[config.mk]
export PLATFORM = sky130hd
export DESIGN_NAME = sphere_inlier_classifier_unit
export DESIGN_NICKNAME = d
export VERILOG_FILES = /design/src/rtl/core/sic_pkg.sv /design/src/rtl/core/sic_sqrt.sv /design/src/rtl/core/sic_ctrl.sv /design/src/rtl/core/sphere_inlier_classifier_unit.sv
export SDC_FILE = /design/constraint.sdc
export NUM_CORES = 2
export LEC_CHECK = 0
export BUFFER_PORTS_ARGS = -buffer_cell sky130_fd_sc_hd__buf_2
export CORE_MARGIN = 8
export CORE_UTILIZATION = 40
export CTS_CLUSTER_DIAMETER = 50
export CTS_CLUSTER_SIZE = 10
export DETAILED_ROUTE_END_ITERATION = 12
export PLACE_DENSITY = 0.6
export SLEW_MARGIN = 40
export SYNTH_ARGS = -nofsm -noshare
export SYNTH_HDL_FRONTEND = slang
export SYNTH_SLANG_ARGS = --single-unit
[constraint.sdc]
create_clock -name i_clk -period 14.5 [get_ports i_clk]
set_input_delay 3.625 -clock i_clk [delete_from_list [all_inputs] [get_ports i_clk]]
set_output_delay 3.625 -clock i_clk [all_outputs]
set_load 0.02 [all_outputs]
[src/rtl/core/sic_pkg.sv]
// sic_pkg: shared types and constants of the sphere inlier classifier
// no dependencies; imported by every module of the block

package sic_pkg;

    localparam int COORD_W    = 24;
    localparam int DIFF_W     = COORD_W + 1;
    localparam int RAD_W      = 2 * DIFF_W;
    localparam int ROOT_W     = DIFF_W;
    localparam int RADIUS_W   = 23;
    localparam int THRESH_W   = 25;
    localparam int TALLY_W    = 17;
    localparam int CFG_IDX_W  = 3;
    localparam int CFG_DATA_W = 25;
    localparam int ROOT_CNT_W = 5;

    localparam logic [TALLY_W-1:0] TALLY_CAP = TALLY_W'(65536);

    localparam logic [CFG_IDX_W-1:0] CFG_CENTER_X = 3'd0;
    localparam logic [CFG_IDX_W-1:0] CFG_CENTER_Y = 3'd1;
    localparam logic [CFG_IDX_W-1:0] CFG_CENTER_Z = 3'd2;
    localparam logic [CFG_IDX_W-1:0] CFG_RADIUS   = 3'd3;
    localparam logic [CFG_IDX_W-1:0] CFG_THRESH   = 3'd4;

    localparam logic [1:0] AXIS_X = 2'd0;
    localparam logic [1:0] AXIS_Y = 2'd1;
    localparam logic [1:0] AXIS_Z = 2'd2;

    typedef struct packed {
        logic signed [COORD_W-1:0] point_x;
        logic signed [COORD_W-1:0] point_y;
        logic signed [COORD_W-1:0] point_z;
        logic                      last_point;
    } t_in_item;

    typedef struct packed {
        logic [THRESH_W-1:0] surface_distance;
        logic                is_inlier;
        logic [TALLY_W-1:0]  inlier_total;
        logic                end_of_cloud;
    } t_out_item;

    typedef enum logic [2:0] {
        S_IDLE,
        S_SQUARE,
        S_SUM,
        S_ROOT_GO,
        S_ROOT,
        S_DONE
    } t_state;

    typedef struct packed {
        logic       load;
        logic       sq_en;
        logic       sq_first;
        logic [1:0] sq_sel;
        logic       sum_en;
        logic       root_start;
        logic       finish;
    } t_ctrl;

endpackage

[src/rtl/core/sic_sqrt.sv]
// sic_sqrt: digit-by-digit integer square root, one result bit per cycle
// depends on sic_pkg

module sic_sqrt
    import sic_pkg::*;
(
    input  logic              i_clk,
    input  logic              i_rst_n,
    input  logic              i_start,
    input  logic [RAD_W-1:0]  i_radicand,
    output logic              o_done,
    output logic [ROOT_W-1:0] o_root
);

    logic [RAD_W-1:0]      r_rad, n_rad;
    logic [ROOT_W+1:0]     r_rem, n_rem;
    logic [ROOT_W-1:0]     r_root, n_root;
    logic [ROOT_CNT_W-1:0] r_cnt;
    logic                  r_busy;
    logic                  r_done;

    logic [ROOT_W+1:0] w_rem_sh;
    logic [ROOT_W+1:0] w_trial;
    logic              w_fit;

    // bring down the next two radicand bits, try root*4+1
    assign w_rem_sh = {r_rem[ROOT_W-1:0], r_rad[RAD_W-1 -: 2]};
    assign w_trial  = {r_root, 2'b01};
    assign w_fit    = (w_rem_sh >= w_trial);

    always_comb begin
        n_rad  = {r_rad[RAD_W-3:0], 2'b00};
        n_rem  = w_fit ? (w_rem_sh - w_trial) : w_rem_sh;
        n_root = {r_root[ROOT_W-2:0], w_fit};
    end

    always_ff @(posedge i_clk) begin
        if (!i_rst_n) begin
            r_busy <= 1'b0;
            r_done <= 1'b0;
            r_cnt  <= '0;
        end else begin
            r_done <= 1'b0;
            if (i_start) begin
                r_busy <= 1'b1;
                r_cnt  <= '0;
            end else if (r_busy) begin
                r_cnt <= r_cnt + 1'b1;
                if (r_cnt == ROOT_CNT_W'(ROOT_W - 1)) begin
                    r_busy <= 1'b0;
                    r_done <= 1'b1;
                end
            end
        end
    end

    always_ff @(posedge i_clk) begin
        if (i_start) begin
            r_rad  <= i_radicand;
            r_rem  <= '0;
            r_root <= '0;
        end else if (r_busy) begin
            r_rad  <= n_rad;
            r_rem  <= n_rem;
            r_root <= n_root;
        end
    end

    assign o_done = r_done;
    assign o_root = r_root;

endmodule

[src/rtl/core/sic_ctrl.sv]
// sic_ctrl: sequencer that steps one point through square, sum, root and finish
// depends on sic_pkg

module sic_ctrl
    import sic_pkg::*;
(
    input  logic  i_clk,
    input  logic  i_rst_n,
    input  logic  i_in_valid,
    input  logic  i_root_done,
    input  logic  i_out_free,
    output logic  o_busy,
    output t_ctrl o_ctrl
);

    t_state     r_state, n_state;
    logic [1:0] r_sel, n_sel;

    always_comb begin
        n_state = r_state;
        n_sel   = r_sel;
        unique case (r_state)
            S_IDLE: begin
                if (i_in_valid) begin
                    n_state = S_SQUARE;
                    n_sel   = AXIS_X;
                end
            end
            S_SQUARE: begin
                n_sel = r_sel + 1'b1;
                if (r_sel == AXIS_Z) begin
                    n_state = S_SUM;
                end
            end
            S_SUM:     n_state = S_ROOT_GO;
            S_ROOT_GO: n_state = S_ROOT;
            S_ROOT: begin
                if (i_root_done) begin
                    n_state = S_DONE;
                end
            end
            S_DONE: begin
                if (i_out_free) begin
                    n_state = S_IDLE;
                end
            end
            default: n_state = S_IDLE;
        endcase
    end

    always_comb begin
        o_ctrl            = '0;
        o_ctrl.sq_sel     = r_sel;
        o_ctrl.sq_first   = (r_sel == AXIS_X);
        o_busy            = (r_state != S_IDLE);
        unique case (r_state)
            S_IDLE:    o_ctrl.load       = i_in_valid;
            S_SQUARE:  o_ctrl.sq_en      = 1'b1;
            S_SUM:     o_ctrl.sum_en     = 1'b1;
            S_ROOT_GO: o_ctrl.root_start = 1'b1;
            S_ROOT:    o_ctrl.finish     = 1'b0;
            S_DONE:    o_ctrl.finish     = i_out_free;
            default:   o_ctrl.finish     = 1'b0;
        endcase
    end

    always_ff @(posedge i_clk) begin
        if (!i_rst_n) begin
            r_state <= S_IDLE;
            r_sel   <= AXIS_X;
        end else begin
            r_state <= n_state;
            r_sel   <= n_sel;
        end
    end

endmodule

[src/rtl/core/sphere_inlier_classifier_unit.sv]
// sphere_inlier_classifier_unit: takes a new point only once the previous one has finished:
// one shared 25x25 multiplier squares the three axes in turn, then a bit-serial root unit
// works out the distance
// the finished result sits in an output register, so a new point may enter while it waits
// synchronous active-low reset clears the configuration registers, the sequencer, the tally and the output valid flag
// depends on sic_pkg, sic_ctrl, sic_sqrt

module sphere_inlier_classifier_unit
    import sic_pkg::*;
(
    input  logic                  i_clk,
    input  logic                  i_rst_n,
    input  logic                  i_cfg_we,
    input  logic [CFG_IDX_W-1:0]  i_cfg_idx,
    input  logic [CFG_DATA_W-1:0] i_cfg_data,
    input  logic                  i_in_valid,
    output logic                  o_in_stall,
    input  t_in_item              i_in_data,
    output logic                  o_out_valid,
    input  logic                  i_out_stall,
    output t_out_item             o_out_data
);

    logic signed [COORD_W-1:0] r_cx, r_cy, r_cz;
    logic [RADIUS_W-1:0]       r_radius;
    logic [THRESH_W-1:0]       r_thresh;
    logic [TALLY_W-1:0]        r_tally;

    t_in_item          r_pt;
    logic [RAD_W-1:0]  r_prod;
    logic [RAD_W-1:0]  r_acc;
    t_out_item         r_out;
    logic              r_out_valid;

    t_ctrl             w_ctrl;
    logic              w_busy;
    logic              w_out_free;
    logic              w_root_done;
    logic [ROOT_W-1:0] w_root;

    logic signed [COORD_W-1:0] w_p, w_c;
    logic signed [DIFF_W-1:0]  w_d;
    logic [DIFF_W-1:0]         w_mag;
    logic [RAD_W-1:0]          w_sq;

    logic [ROOT_W-1:0]   w_rad_ext;
    logic [THRESH_W-1:0] w_dist;
    logic                w_inl;
    logic [TALLY_W-1:0]  w_tally_next;

    assign w_out_free = !r_out_valid || !i_out_stall;
    assign o_in_stall = w_busy;

    sic_ctrl u_ctrl (
        .i_clk       (i_clk),
        .i_rst_n     (i_rst_n),
        .i_in_valid  (i_in_valid),
        .i_root_done (w_root_done),
        .i_out_free  (w_out_free),
        .o_busy      (w_busy),
        .o_ctrl      (w_ctrl)
    );

    sic_sqrt u_sqrt (
        .i_clk      (i_clk),
        .i_rst_n    (i_rst_n),
        .i_start    (w_ctrl.root_start),
        .i_radicand (r_acc),
        .o_done     (w_root_done),
        .o_root     (w_root)
    );

    // configuration writes
    always_ff @(posedge i_clk) begin
        if (!i_rst_n) begin
            r_cx     <= '0;
            r_cy     <= '0;
            r_cz     <= '0;
            r_radius <= '0;
            r_thresh <= '0;
        end else if (i_cfg_we) begin
            unique case (i_cfg_idx)
                CFG_CENTER_X: r_cx     <= i_cfg_data[COORD_W-1:0];
                CFG_CENTER_Y: r_cy     <= i_cfg_data[COORD_W-1:0];
                CFG_CENTER_Z: r_cz     <= i_cfg_data[COORD_W-1:0];
                CFG_RADIUS:   r_radius <= i_cfg_data[RADIUS_W-1:0];
                CFG_THRESH:   r_thresh <= i_cfg_data[THRESH_W-1:0];
                default:      r_thresh <= r_thresh;
            endcase
        end
    end

    // shared squarer: one axis per cycle
    always_comb begin
        unique case (w_ctrl.sq_sel)
            AXIS_X: begin
                w_p = r_pt.point_x;
                w_c = r_cx;
            end
            AXIS_Y: begin
                w_p = r_pt.point_y;
                w_c = r_cy;
            end
            default: begin
                w_p = r_pt.point_z;
                w_c = r_cz;
            end
        endcase
        w_d   = {w_p[COORD_W-1], w_p} - {w_c[COORD_W-1], w_c};
        w_mag = w_d[DIFF_W-1] ? DIFF_W'(-w_d) : DIFF_W'(w_d);
        w_sq  = RAD_W'(w_mag) * RAD_W'(w_mag);
    end

    always_ff @(posedge i_clk) begin
        if (w_ctrl.load) begin
            r_pt <= i_in_data;
        end
        if (w_ctrl.sq_en) begin
            r_prod <= w_sq;
            r_acc  <= w_ctrl.sq_first ? '0 : (r_acc + r_prod);
        end else if (w_ctrl.sum_en) begin
            r_acc <= r_acc + r_prod;
        end
    end

    // distance to the surface, inlier test and tally
    always_comb begin
        w_rad_ext    = ROOT_W'(r_radius);
        w_dist       = (w_root >= w_rad_ext) ? (w_root - w_rad_ext) : (w_rad_ext - w_root);
        w_inl        = (w_dist < r_thresh);
        w_tally_next = (w_inl && (r_tally < TALLY_CAP)) ? (r_tally + 1'b1) : r_tally;
    end

    always_ff @(posedge i_clk) begin
        if (!i_rst_n) begin
            r_tally     <= '0;
            r_out_valid <= 1'b0;
        end else begin
            if (w_ctrl.finish) begin
                r_tally     <= r_pt.last_point ? '0 : w_tally_next;
                r_out_valid <= 1'b1;
            end else if (!i_out_stall) begin
                r_out_valid <= 1'b0;
            end
        end
    end

    always_ff @(posedge i_clk) begin
        if (w_ctrl.finish) begin
            r_out.surface_distance <= w_dist;
            r_out.is_inlier        <= w_inl;
            r_out.inlier_total     <= w_tally_next;
            r_out.end_of_cloud     <= r_pt.last_point;
        end
    end

    assign o_out_valid = r_out_valid;
    assign o_out_data  = r_out;

endmodule
==> Yosys cells after proc, flatten, opt, wreduce, memory -nomap -nowiden <==
Cells that the tools add are included.
{ "op_classes": {"addsub": 9, "n_mul": 1, "n_lt_le_gt_ge": 4, "eq_ne": 17, "mux": 30, "bitwise": 2, "reduce_logical": 20} }
{ "ops": {"columns": ["cell", "n"], "rows": [
  ["$mux W50", 5],
  ["$pmux W24 S2", 2],
  ["$mux W25", 3],
  ["$add A50 B50 Y50", 1],
  ["$mul A25 B25 Y50", 1],
  ["$mux W17", 2],
  ["$ge A27 B27 Y1", 1],
  ["$ge A25 B23 Y1", 1],
  ["$lt A25 B25 Y1", 1],
  ["$neg A25 Y25", 1],
  ["$sub A23 B25 Y25", 1],
  ["$sub A24 B24 Y25", 1],
  ["$sub A25 B23 Y25", 1],
  ["$sub A25 B25 Y25", 1],
  ["$pmux W3 S6", 1],
  ["$add A17 B1 Y17 const B", 1],
  ["$lt A17 B17 Y1 const B", 1],
  ["$eq A3 B2 Y1 const B", 4],
  ["$mux W3", 4],
  ["$reduce_and A2 Y1", 6],
  ["$mux W1", 11],
  ["$eq A3 B3 Y1 const B", 3],
  ["$ne A2 B1 Y1 const B", 4],
  ["$eq A3 B1 Y1 const B", 2],
  ["other kinds (19)", 24]
]} }
{ "totals": {"ff_bits": 467, "inputBits": 106, "out_inout_bits": 46, "elab_cells": 108} }

==> Longest topological paths before layout <==
{ "depth": {"word_depth": 6, "depth_mapped": 47, "depth_no_buf": 43} }

==> By module <==
From an unflattened synthesis, not the netlist that was laid out.
{ "hier_totals": {"cells_unflattened": 4800, "hier_area_um2": 44438.9} }
{ "by_module_without_submodules": {"columns": ["module", "instances", "cells_each", "area_per_inst_um2", "seq_area_each_um2"], "rows": [
  ["sphere_inlier_classifier_unit", 1, 4189, 38160.3, 9248.9],
  ["sic_sqrt", 1, 571, 5950.7, 2642.5],
  ["sic_ctrl", 1, 40, 327.8, 100.1]
]} }

==> Worst setup path after synthesis <==
OpenSTA, ideal clock, no wires.
{ "synth_timing": {"path_type": "register to register", "start": "register u_ctrl.r_sel[0]", "end": "register r_prod[47] (data pin)", "setup_ps": 265, "arrival_time_ps": 10739, "t_required_ps": 14235, "slack_ps": 3496, "path_stages_with_launch": 42, "n_path_buf": 5, "synth_period_minus_slack_ps": 11004, "cell_sequence": "dfxtp_1 -> inv_1 -> ha_1 -> clkbuf_1 -> nor2_1 -> clkbuf_1 -> buf_1 -> a21oi_1 -> fa_1 -> a21o_1 -> a22o_4 -> nor3_4 -> nor4_1 -> nor3_4 -> or4b_4 -> or3_1 -> buf_2 -> and2_1 -> [... 6 more ...] -> fa_1 -> inv_1 -> fa_1 -> fa_1 -> inv_1 -> fa_1 -> fa_1 -> ha_1 -> a21o_1 -> a21o_1 -> a21oi_1 -> o211ai_1 -> a221oi_1 -> o21ai_0 -> and3_1 -> o21ai_0 -> o21ai_0 -> xor2_1"} }
{ "synth_via": {"elab_chain_len": 6, "word_cells_on_any_way": 8, "classes_between": "add/sub: 2; mul: 1; eq/ne: 1; mux: 3; reduce/logical: 1"} }
{ "synth_lines": {"columns": ["item", "line", "source"], "rows": [
  ["start, declared", "sic_ctrl.sv:17", "logic [1:0] r_sel, n_sel;"],
  ["start signal, assigned", "sic_ctrl.sv:73", "r_sel <= n_sel;"],
  ["$eq A2 B1 Y1 / $logic_not A2 Y1 (equally long branches)", "sphere_inlier_classifier_unit.sv:95", "unique case (w_ctrl.sq_sel)"],
  ["$pmux W24 S2", "sphere_inlier_classifier_unit.sv:95", null],
  ["$sub A24 B24 Y25 (*)", "sphere_inlier_classifier_unit.sv:109", "w_d = {w_p[COORD_W-1], w_p} - {w_c[COORD_W-1], w_c};"],
  ["$neg A25 Y25", "sphere_inlier_classifier_unit.sv:110", "w_mag = w_d[DIFF_W-1] ? DIFF_W'(-w_d) : DIFF_W'(w_d);"],
  ["$mux W25 (*)", "sphere_inlier_classifier_unit.sv:110", null],
  ["$mul A25 B25 Y50 (*)", "sphere_inlier_classifier_unit.sv:111", "w_sq = RAD_W'(w_mag) * RAD_W'(w_mag);"],
  ["net w_sq[47]", "sphere_inlier_classifier_unit.sv:44", "logic [RAD_W-1:0] w_sq;"],
  ["end signal, assigned", "sphere_inlier_classifier_unit.sv:119", "r_prod <= w_sq;"],
  ["end, declared", "sphere_inlier_classifier_unit.sv:30", "logic [RAD_W-1:0] r_prod;"]
]} }
Mark *: on every way through the listed nets, which the timed path passes. The rest lies on a longest branch.
A chain may end at the register's enable or synchronous reset.

==> Worst setup path after layout <==
Ends and elaborated chain as after synthesis.

==> impl_metrics.xml <==
<?xml version="1.0" encoding="UTF-8"?>
<metrics>
  <group name="worst_setup_path">
    <metric name="crit_end_element" unit="">flop</metric>
    <metric name="cpPeakStageDelay" unit="ns">0.66</metric>
    <metric name="cpMaxStageDelayCell" unit="">nor2_4</metric>
    <metric name="reg2reg_from" unit="">u_ctrl.r_sel[0]</metric>
    <metric name="worst_endpoint_required_time" unit="ns">14.86</metric>
    <metric name="timing_worst_setup_path_type" unit="">reg -&gt; reg</metric>
    <metric name="timing.critical_path.mode_cell" unit="">fa_1</metric>
    <metric name="setup.worst_path.end" unit="">r_prod[47]</metric>
    <metric name="regToRegEndpoint" unit="">r_prod[47]</metric>
    <metric name="r2r_slack" unit="ns">1.88</metric>
    <metric name="critical_path.startpoint_type" unit="">flop</metric>
    <metric name="startpoint" unit="">u_ctrl.r_sel[0]</metric>
    <metric name="r2r.worst_path.cells" unit="">39</metric>
    <metric name="crit_arrival" unit="ns">12.98</metric>
    <metric name="worstPathMaxFanout" unit="">29</metric>
  </group>
  <group name="logic_synthesis">
    <metric name="synth_top_cell_by_area" unit="">fa_1</metric>
    <metric name="synthSimpleGateAreaFrac" unit="%">15.1</metric>
    <metric name="synth-adder-area-share" unit="%">31.2</metric>
    <metric name="mappedNetlistArea" unit="um2">44500</metric>
    <metric name="post_synth_inst_count" unit="">4877</metric>
    <metric name="ys_seq_elements" unit="">466</metric>
    <metric name="async_reset_ff_share" unit="%">0</metric>
    <metric name="dominant_combinational_cell_family_by_area_after_synthesis" unit="">adder cells</metric>
    <metric name="yosysSeqAreaShare" unit="%">26.9</metric>
    <metric name="synth_compound_area_share" unit="%">14.4</metric>
    <metric name="syn_area_per_cell" unit="um2">9.13</metric>
    <metric name="synthFlopType" unit="">edfxtp_1</metric>
    <metric name="synth_edf_count" unit="">266</metric>
    <metric name="synth_xor_area_share" unit="%">3.79</metric>
    <metric name="synth.area.mux_share" unit="%">1.13</metric>
    <metric name="post-synth-top-area-fraction" unit="%">21.2</metric>
    <metric name="post_synth_main_area_contributors" unit="">fa_1 21%, edfxtp_1 18%, ha_1 10%, dfxtp_1 9.0%, nand2_1 6.0%</metric>
    <metric name="synth_cell_type_count" unit="">99</metric>
    <metric name="ys.warnings.count" unit="">0</metric>
  </group>
  <group name="grt">
    <metric name="grt_remaining_overflow" unit="">0</metric>
    <metric name="grt_pass1_wl" unit="um">198000</metric>
    <metric name="vias_in_the_first_global_route" unit="">35400</metric>
    <metric name="number_of_antenna_violations_at_the_first_check_in_global_routing" unit="">12</metric>
    <metric name="grtUsageTotal" unit="%">20.3</metric>
    <metric name="largest_net_degree_at_the_start_of_global_routing" unit="">94</metric>
  </group>
  <group name="timing">
    <metric name="achievable-frequency" unit="GHz">0.0792</metric>
    <metric name="worst_slew_margin_rel" unit="%">42.7</metric>
    <metric name="setup_tns_after_final_layout" unit="ns">0</metric>
    <metric name="unrepaired_setup_endpoints_after_global_routing" unit="">false</metric>
    <metric name="slew_violations" unit="">0</metric>
    <metric name="setup_viol_count_final" unit="">0</metric>
    <metric name="whs" unit="ns">0.462</metric>
    <metric name="final.setup_skew" unit="ns">0.0396</metric>
    <metric name="hold_viol_final" unit="">0</metric>
    <metric name="min_period" unit="ns">12.62</metric>
    <metric name="worst_slew_pin_slew" unit="ns">0.859</metric>
    <metric name="final_min_period_over_clock_period" unit="%">87.0</metric>
  </group>
  <group name="floorplanning">
    <metric name="fp.dieW" unit="um">350</metric>
    <metric name="fp-row-count" unit="">122</metric>
    <metric name="start_util" unit="%">40.3</metric>
    <metric name="ios" unit="">152</metric>
    <metric name="core_region_area" unit="um2">111000</metric>
    <metric name="die-area" unit="um2">122000</metric>
    <metric name="dieHeight" unit="um">350</metric>
  </group>
  <group name="layout">
    <metric name="num-nets-final" unit="">5886</metric>
    <metric name="drive_above_1_share" unit="%">7.96</metric>
    <metric name="layout_common_cells" unit="">705 x nand2_1, 651 x inv_1, 471 x fa_1, 357 x nor2_1, 354 x ha_1</metric>
    <metric name="layout.cells.most_common" unit="">nand2_1</metric>
    <metric name="area.growth.synth_to_final" unit="%">10.7</metric>
  </group>
  <group name="route">
    <metric name="route.detailed.vias_per_inst" unit="">5.31</metric>
    <metric name="detail_route.drc_violations" unit="">0</metric>
    <metric name="initialDrtViolationCount" unit="">2683</metric>
    <metric name="drt-total-wl" unit="um">125000</metric>
    <metric name="drt_pass1_iterations" unit="">6</metric>
    <metric name="ant_nets" unit="">0</metric>
    <metric name="routed-via-count" unit="">34500</metric>
    <metric name="routed_wire_length_per_instance" unit="um">19.2</metric>
  </group>
  <group name="job">
    <metric name="maxCapViolations" unit="">0</metric>
  </group>
  <group name="clock_network">
    <metric name="worstSkewPairLatency" unit="ns">0.65</metric>
    <metric name="cts_buffer_depth" unit="">3</metric>
    <metric name="cts_tree" unit="">yes</metric>
    <metric name="clock-sinks" unit="">466</metric>
    <metric name="cts.hold.buffers_added" unit="">0</metric>
    <metric name="clock_tree.root_cell" unit="">clkbuf_16</metric>
    <metric name="post_cts.repair.setup_buffers" unit="">0</metric>
    <metric name="cts-resized-gates" unit="">0</metric>
    <metric name="numCtsBuffers" unit="">73</metric>
    <metric name="cts_htree_levels" unit="">3</metric>
    <metric name="path_clk_slew" unit="ns">0.05</metric>
  </group>
  <group name="worst_hold_path">
    <metric name="worstHoldPathType" unit="">reg -&gt; reg</metric>
  </group>
  <group name="placement">
    <metric name="gpl.final_weighted_congestion" unit="">0.898</metric>
    <metric name="buffer_ports.inserted" unit="">151</metric>
    <metric name="dp_hpwl" unit="um">95800</metric>
  </group>
  <group name="run_status">
    <metric name="status" unit="">complete, no violations</metric>
  </group>
</metrics>
==> layout make-up <==
cell class,count,area [um2]
Tap cell,1488,1860
Sequential cell,466,12000
Antenna cell,1,2.50
Fill cell,10800,61200
Clock buffer,100,2020
Multi-Input combinational cell,3549,29400
Clock inverter,33,367
Inverter,666,2500
Timing Repair Buffer,197,1130
==> through the flow <==
step                      utilization [%]  instance area [um2]  std cells  worst slack, ns
final                                44.6                49300       6500             1.88
after global routing                 44.6                49300       6500             1.12
after CTS                            44.6                49300       6499             1.85
after detailed placement             42.4                46900       6366             1.89
after global placement               42.4                46800       6364             2.13
after floorplan                         -                44600       4893             3.50
==> kinds of logic after synthesis <==
group	count (synthesis)
muxes	50
buffers and inverters	878
and+or+nand+nor	1498
AOI/OAI and AO/OA	967
adders and majority gates	827
DFF	466
other	2
xor gates and xnor gates	189
==> worst min path at each step <==
stage                  from            end  slack [ns]  depth (start not counted)
3_3_place_gp   r_thresh[21]   r_thresh[21]        0.45                          2
5_1_grt            r_cy[18]       r_cy[18]        0.48                          2
4_1_cts        r_thresh[23]   r_thresh[23]        0.47                          2
2_1_floorplan       r_pt[0]  o_out_data[0]        0.42                          0
3_5_place_dp   r_thresh[23]   r_thresh[23]        0.46                          2
6_report       r_thresh[23]   r_thresh[23]        0.46                          2
==> Yosys cell counts (28+ instances only) <==
cell type and n:
a21boi_0 143, o21ai_0 140, a21oi_1 258, dfxtp_1 200
o21bai_1 31, mux2i_1 46, nor2_1 359, xor2_1 77
nand3_1 69, xnor2_1 109, ha_1 356, nand2_1 708
inv_1 657, o21a_1 33, fa_1 471, a22oi_1 28
nand4_1 44, a21o_1 140, nand2b_1 34, and3_1 43
and2_1 36, nor3_1 57, clkbuf_1 184, edfxtp_1 266
==> registers in the layout, indices dropped and copies added (netlist names) <==
| signal | count |
|---|---|
| r_thresh | 25 |
| u_ctrl.r_state | 3 |
| r_prod | 49 |
| u_sqrt.r_rad | 50 |
| u_sqrt.o_done | 1 |
| r_tally | 17 |
| r_cz | 24 |
| r_radius | 23 |
| o_out_valid | 1 |
| r_acc | 50 |
| o_out_data | 44 |
| r_pt | 73 |
| u_sqrt.r_busy | 1 |
| u_sqrt.o_root | 25 |
| u_sqrt.r_cnt | 5 |
| r_cy | 24 |
| u_sqrt.r_rem | 25 |
| u_ctrl.r_sel | 2 |
| r_cx | 24 |
==> worst max-delay path, delay by kind of cell (launching register included) <==
kind	cells	cell delay, ns
xor+xnor	2	0.76
flops	1	0.37
compound gates	11	2.34
buf+inv	8	1.48
fa+ha+maj	10	4.58
simple gates	8	2.77
==> per-layer routing <==
layer,vias up,wire (um),track usage [%]
li1,16400,-,-
met3,223,7220,2.81
met2,956,57900,33.5
met5,-,13,0
met1,17000,55100,27.4
met4,2,4460,7.00
Power is not shown: default switching activity piles up to over one toggle a cycle in this logic, so the estimate is an artifact.
